[src/rtl/averaged_power_spectrum_core_assert.svh]
// Assertion helpers for the RTL of the averaged power spectrum core.
`ifndef AVERAGED_POWER_SPECTRUM_CORE_ASSERT_SVH
`define AVERAGED_POWER_SPECTRUM_CORE_ASSERT_SVH

// Same-cycle implication, checked out of reset.
`define APS_ASSERT_IMP(label, clk, rst_n, ante, cons, msg) \
    label: assert property (@(posedge clk) disable iff (!rst_n) (ante) |-> (cons)) \
        else $error(msg);

// Next-cycle implication, checked out of reset.
`define APS_ASSERT_NXT(label, clk, rst_n, ante, cons, msg) \
    label: assert property (@(posedge clk) disable iff (!rst_n) (ante) |=> (cons)) \
        else $error(msg);

`endif

[src/rtl/aps_pkg.sv]
package aps_pkg;

    localparam int BINS_DEF        = 64;
    localparam int SAMPLE_BITS_DEF = 16;
    localparam int COUNT_BITS_DEF  = 24;

    localparam int STEP_W      = 11;
    localparam int DT_W        = 32;
    localparam int DT_FRAC     = 16;
    localparam int POWER_W     = 48;
    localparam int INDEX_W     = 6;
    localparam int SEG_W       = 16;
    localparam int CFG_IDX_W   = 8;
    localparam int CFG_DATA_W  = 32;
    localparam int TW_FRAC     = 15;
    localparam int CIRCLE_BITS = 7;
    localparam int COS_W       = 17;

    localparam logic [CFG_IDX_W-1:0] REG_STEP_SIZE = 8'd0;
    localparam logic [CFG_IDX_W-1:0] REG_DELTA_T   = 8'd1;

    localparam logic [POWER_W-1:0] POWER_MAX = {POWER_W{1'b1}};
    localparam logic [SEG_W-1:0]   SEG_MAX   = {SEG_W{1'b1}};

    // Quarter wave of cos(2*pi*j/128) in Q15
    localparam logic [COS_W-1:0] QCOS [0:32] = '{
        17'd32768, 17'd32729, 17'd32610, 17'd32413, 17'd32138, 17'd31786, 17'd31357,
        17'd30853, 17'd30274, 17'd29622, 17'd28899, 17'd28106, 17'd27246, 17'd26320,
        17'd25330, 17'd24279, 17'd23170, 17'd22006, 17'd20788, 17'd19520, 17'd18205,
        17'd16846, 17'd15447, 17'd14010, 17'd12540, 17'd11039, 17'd9512,  17'd7962,
        17'd6393,  17'd4808,  17'd3212,  17'd1608,  17'd0
    };

    typedef struct packed {
        logic wr_en;
        logic start;
        logic clear;
    } aps_dft_cmd_t;

    typedef struct packed {
        logic busy;
        logic done;
    } aps_dft_stat_t;

    function automatic logic signed [COS_W-1:0] cos_at(input logic [CIRCLE_BITS-1:0] j);
        logic [7:0]         jj;
        logic [7:0]         idx;
        logic               neg;
        logic signed [17:0] mag;
        jj = {1'b0, j};
        if (jj <= 8'd32)
        begin
            idx = jj;
            neg = 1'b0;
        end
        else if (jj <= 8'd64)
        begin
            idx = 8'd64 - jj;
            neg = 1'b1;
        end
        else if (jj <= 8'd96)
        begin
            idx = jj - 8'd64;
            neg = 1'b1;
        end
        else
        begin
            idx = 8'd128 - jj;
            neg = 1'b0;
        end
        mag = $signed({1'b0, QCOS[idx[5:0]]});
        return neg ? COS_W'(-mag) : COS_W'(mag);
    endfunction

    function automatic logic signed [COS_W-1:0] sin_at(input logic [CIRCLE_BITS-1:0] j);
        return cos_at(j + 7'd96);
    endfunction

endpackage

[src/rtl/aps_scale.sv]
module aps_scale import aps_pkg::*; #(
    parameter int BINS = BINS_DEF
) (
    input  logic               clk,
    input  logic               rst_n,
    input  logic               start,
    input  logic [POWER_W-1:0] acc,
    input  logic [DT_W-1:0]    dt,
    input  logic [SEG_W-1:0]   segs,
    output logic               done,
    output logic [POWER_W-1:0] q
);
    localparam int LOG_BINS = $clog2(BINS);
    // power * dt * 2 / (segs * BINS * 2^16) = (power * dt >> SHIFT) / segs
    localparam int SHIFT  = LOG_BINS + DT_FRAC - 1;
    localparam int PROD_W = POWER_W + DT_W;
    localparam int NUM_W  = PROD_W - SHIFT;
    localparam int CNT_W  = $clog2(NUM_W + 1);

    localparam logic [1:0] C_IDLE = 2'd0;
    localparam logic [1:0] C_MLO  = 2'd1;
    localparam logic [1:0] C_MHI  = 2'd2;
    localparam logic [1:0] C_DIV  = 2'd3;

    logic [1:0]             state_reg, state_next;
    logic                   done_reg, done_next;
    logic [POWER_W-1:0]     acc_reg, acc_next;
    logic [DT_W-1:0]        dt_reg, dt_next;
    logic [SEG_W-1:0]       segs_reg, segs_next;
    logic [2*DT_W-1:0]      plo_reg, plo_next;
    logic [NUM_W-1:0]       work_reg, work_next;
    logic [SEG_W-1:0]       rem_reg, rem_next;
    logic [CNT_W-1:0]       cnt_reg, cnt_next;

    logic [DT_W-1:0]        mul_a;
    logic [2*DT_W-1:0]      mul_p;
    logic [PROD_W-1:0]      prod;
    logic [SEG_W:0]         trial;
    logic                   fits;

    // One 32x32 multiplier serves both halves of the power word
    assign mul_a = (state_reg == C_MLO) ? acc_reg[DT_W-1:0]
                                        : DT_W'(acc_reg[POWER_W-1:DT_W]);
    assign mul_p = (2*DT_W)'(mul_a) * (2*DT_W)'(dt_reg);
    assign prod  = PROD_W'({mul_p, {DT_W{1'b0}}}) + PROD_W'(plo_reg);
    assign trial = {rem_reg, work_reg[NUM_W-1]};
    assign fits  = (trial >= {1'b0, segs_reg});

    assign done = done_reg;
    assign q    = (|work_reg[NUM_W-1:POWER_W]) ? POWER_MAX : work_reg[POWER_W-1:0];

    always_comb
    begin
        state_next = state_reg;
        done_next  = 1'b0;
        acc_next   = acc_reg;
        dt_next    = dt_reg;
        segs_next  = segs_reg;
        plo_next   = plo_reg;
        work_next  = work_reg;
        rem_next   = rem_reg;
        cnt_next   = cnt_reg;
        case (state_reg)
            C_IDLE:
            begin
                if (start)
                begin
                    acc_next   = acc;
                    dt_next    = dt;
                    segs_next  = segs;
                    state_next = C_MLO;
                end
            end
            C_MLO:
            begin
                plo_next   = mul_p;
                state_next = C_MHI;
            end
            C_MHI:
            begin
                work_next  = NUM_W'(prod >> SHIFT);
                rem_next   = '0;
                cnt_next   = '0;
                state_next = C_DIV;
            end
            C_DIV:
            begin
                // Restoring division, one quotient bit a cycle
                rem_next  = fits ? SEG_W'(trial - {1'b0, segs_reg}) : trial[SEG_W-1:0];
                work_next = {work_reg[NUM_W-2:0], fits};
                cnt_next  = cnt_reg + CNT_W'(1);
                if (cnt_reg == CNT_W'(NUM_W - 1))
                begin
                    done_next  = 1'b1;
                    state_next = C_IDLE;
                end
            end
            default:
            begin
                state_next = C_IDLE;
            end
        endcase
    end

    always_ff @(posedge clk or negedge rst_n)
    begin
        if (!rst_n)
        begin
            state_reg <= C_IDLE;
            done_reg  <= 1'b0;
        end
        else
        begin
            state_reg <= state_next;
            done_reg  <= done_next;
        end
    end

    always_ff @(posedge clk)
    begin
        acc_reg  <= acc_next;
        dt_reg   <= dt_next;
        segs_reg <= segs_next;
        plo_reg  <= plo_next;
        work_reg <= work_next;
        rem_reg  <= rem_next;
        cnt_reg  <= cnt_next;
    end

endmodule

[config.mk]
export PLATFORM = sky130hd
export DESIGN_NAME = aps_scale
export DESIGN_NICKNAME = d
export VERILOG_FILES = /design/src/rtl/averaged_power_spectrum_core_assert.svh /design/src/rtl/aps_pkg.sv /design/src/rtl/aps_scale.sv
export SDC_FILE = /design/constraint.sdc
export NUM_CORES = 2
export LEC_CHECK = 0
export ABC_AREA = 1
export BUFFER_PORTS_ARGS = -buffer_cell sky130_fd_sc_hd__buf_2
export CORE_ASPECT_RATIO = 2
export CORE_MARGIN = 1.5
export CORE_UTILIZATION = 45
export CTS_CLUSTER_SIZE = 30
export DETAILED_ROUTE_END_ITERATION = 10
export GPL_TIMING_DRIVEN = 1
export RECOVER_POWER = 100
export SKIP_LAST_GASP = 1
export SYNTH_ARGS = -nofsm -noshare
export SYNTH_HDL_FRONTEND = slang
export SYNTH_SLANG_ARGS = --single-unit
[constraint.sdc]
create_clock -name clk -period 12.8 [get_ports clk]
set_clock_uncertainty 0.15 [all_clocks]
set_input_delay 0.64 -clock clk [delete_from_list [all_inputs] [get_ports clk]]
set_output_delay 0.64 -clock clk [all_outputs]
set_load 0.02 [all_outputs]
==> flow_summary.json <==
{
  "outcome": "finished with violations",
  "violations": "max-capacitance violations, max-slew violations",
  "synth.yosys.seq_area_share_pct": 15.1,
  "first_iter_violations": 2651,
  "area_growth_pct": 7.09,
  "dpl.hpwl_um": 151000,
  "clock-root-buffer": "clkbuf_16",
  "layout_min_cycle_time_ns": 12.25,
  "cts.reportedPaths.clkPinSlew_ns": 0.08,
  "synthMuxAreaShare_pct": 0,
  "maxCapViolCount": 9,
  "grt_max_degree": 83,
  "cts_inserted_buffers": 25,
  "netlist.area_leader.share_pct": 40.6,
  "critPathCaptureType": "register",
  "die_y_um": 446,
  "critPathArrivalTime_ns": 12.45,
  "async_flop_share_pct": 1.35,
  "crit_top_cell": "nand2_1",
  "clk_latency_ns": 0.62,
  "required_ns": 13.00,
  "antenna_cells": 0,
  "cts_sinks": 223,
  "via_per_inst": 5.52,
  "synth_nets": 6533,
  "tightest_slew_ns": 3.94,
  "antenna_found_initial": 5,
  "worstSetupPathType": "reg -> reg",
  "drv_slew": 381,
  "cts_tree": "yes",
  "drtPass1Iterations": 6,
  "clock_path_buffers": 3,
  "hp-class": "in -> reg",
  "hold_buffers": 1,
  "pin_count": 148,
  "yosys.area_share.simple_pct": 17.7,
  "finalSetupViolCount": 0,
  "cts.repair.resized": 0,
  "slowest_delay_ns": 1.11,
  "fmax_mhz": 81.7,
  "ant_nets": 0,
  "drc": 0,
  "synth.area.top_cells": "fa_1 (41%), edfxtp_1 (15%), inv_1 (10%)",
  "postCtsSetupBuffers": 0,
  "rows": 162,
  "ys_seq_elements": 223,
  "via_count": 36556,
  "yosys_warnings": 0,
  "ys.flop_type": "edfxtp_1",
  "synth_top_family_by_area": "adder cells",
  "wl_um": 184000,
  "layout-drive-gt1-share_pct": 5.94,
  "grt_pass1_wl_um": 263000,
  "crit_start": "state_reg[1]",
  "crit_path_start_kind": "register",
  "worstPathMaxFanout": 32,
  "relSlewSlack_pct": -163,
  "reg2reg_from": "state_reg[1]",
  "io_buffers": 147,
  "tns_ns": 0,
  "die_x_um": 225,
  "dieArea_mm2": 0.100,
  "fillers": 9646,
  "synth_compound_area_share_pct": 4.05,
  "syn_avg_cell_area_um2": 8.48,
  "crit_slowest_cell": "clkbuf_1",
  "rsz0062_at_grt": "no",
  "gp_congestion": 1.15,
  "finalHoldViolations": 0,
  "initial_core_util_pct": 45.4,
  "crit_buf_inv": 7,
  "core_mm2": 0.0975,
  "period_share_pct": 95.7,
  "hold_path.startpoint": "dt[15]",
  "syn_inst": 5218,
  "nNetsFinal": 6602,
  "grt_pass1_vias": 40374,
  "largest_reg_flops": 59,
  "syn-cell-area_mm2": 0.0442,
  "overflow": 0,
  "synth_xor_xnor_area_share_pct": 1.56,
  "synth_cell_types": 49,
  "cts-htree-levels": 1,
  "grt_util_all_layers_pct": 37.7,
  "synth_edf_count": 220,
  "synth_adder_area_share_pct": 49.6,
  "wire_per_inst_um": 27.8,
  "yosys.area.top_type": "fa_1",
  "critPathTopFamily": "adder cells"
}
[layout make-up]
class | count | area [µm²] | share of cell area (%)
inverter | 1207 | 4530 | 9.57
timing repair buffer | 242 | 1360 | 2.87
tap | 1312 | 1640 | 3.47
clock inverter | 20 | 254 | 0.536
clock buffer | 26 | 629 | 1.33
multi-input combinational | 3588 | 32300 | 68.1
sequential | 223 | 6680 | 14.1
[layout by cell type, fill, tap and decap left out, types with 4 or more instances in the layout]
cell       Yosys  layout
nand2_2       21      10
ha_1         318     317
clkbuf_16      0      25
o21ai_1       22      11
inv_2         15      13
nand2_1     1090    1102
o21ai_2        1      10
nor2_2        15      12
bufinv_16      0       5
nand3_1       83      85
xnor2_1       32      32
a21oi_1      135     135
o21bai_1       6       6
buf_2          5      96
o21ai_0      125     126
buf_4          0      87
a21o_1        11      11
a31oi_1       14      14
inv_1       1176    1176
fa_1         898     898
or2_2         32      31
nand3_2        7       5
clkinv_1      16      21
clkinv_2       0       4
edfxtp_1     220     220
nor2_1       665     668
nand4_1       26      26
clkbuf_1     179      59
xor2_1        47      47
nor3_1         6       6
[per-stage QoR]
step / utilization, % / setup slack (ns) / std cells / cell area [µm²] / hold WS [ns]
6_report: 48.6 / 0.553 / 6618 / 47400 / 0.0342
5_1_grt: 48.6 / 0.263 / 6618 / 47400 / 0.0360
4_1_cts: 48.7 / 1.20 / 6618 / 47500 / 0.0175
3_5_place_dp: 47.8 / 1.23 / 6571 / 46600 / 0.369
3_3_place_gp: 47.8 / 1.29 / 6571 / 46600 / 0.362
2_1_floorplan: - / 2.72 / 5218 / 44200 / 0.194
[final timing paths]
kind,end,slack (ns),cells past startpoint
max,work_reg[55],0.55,39
min,dt_reg[15],0.03,1
max reg2reg,work_reg[55],0.55,39
min reg2reg,work_reg[2],0.38,2
max in group asynchronous,done,11.64,2
min in group asynchronous,state_reg[1],0.43,2
[cell usage after synthesis (all sizes together) (4+ instances only)]
library cell / count
nor2: 681
nand3: 91
or2: 32
inv: 1191
xor2: 47
nand4: 26
a21o: 11
edfxtp: 220
a21oi: 136
clkinv: 16
and2: 4
o21ai: 148
nor3: 8
ha: 318
nand2: 1112
buf: 21
fa: 898
xnor2: 32
a31oi: 14
clkbuf: 179
nor4: 4
o21bai: 6
[routing by layer]
metal	routed length, µm	vias up	global-route usage (%)
li1	-	15538	-
met1	51100	18170	32.1
met2	91900	1857	66.5
met3	12000	991	7.18
met4	28800	0	46.7
met5	0	-	0
[logic make-up (layout without fill, tap and decap cells)]
kind of cell               after synthesis  count (layout)
and+or+nand+nor                       1959            1959
DFF                                    223             223
adders and majority gates             1216            1216
AOI/OAI and AO/OA                      334             334
buffers and inverters                 1407            1495
xor gates and xnor gates                79              79
Power is not shown: default switching activity piles up to over one toggle a cycle in this logic, so the estimate is an artifact.
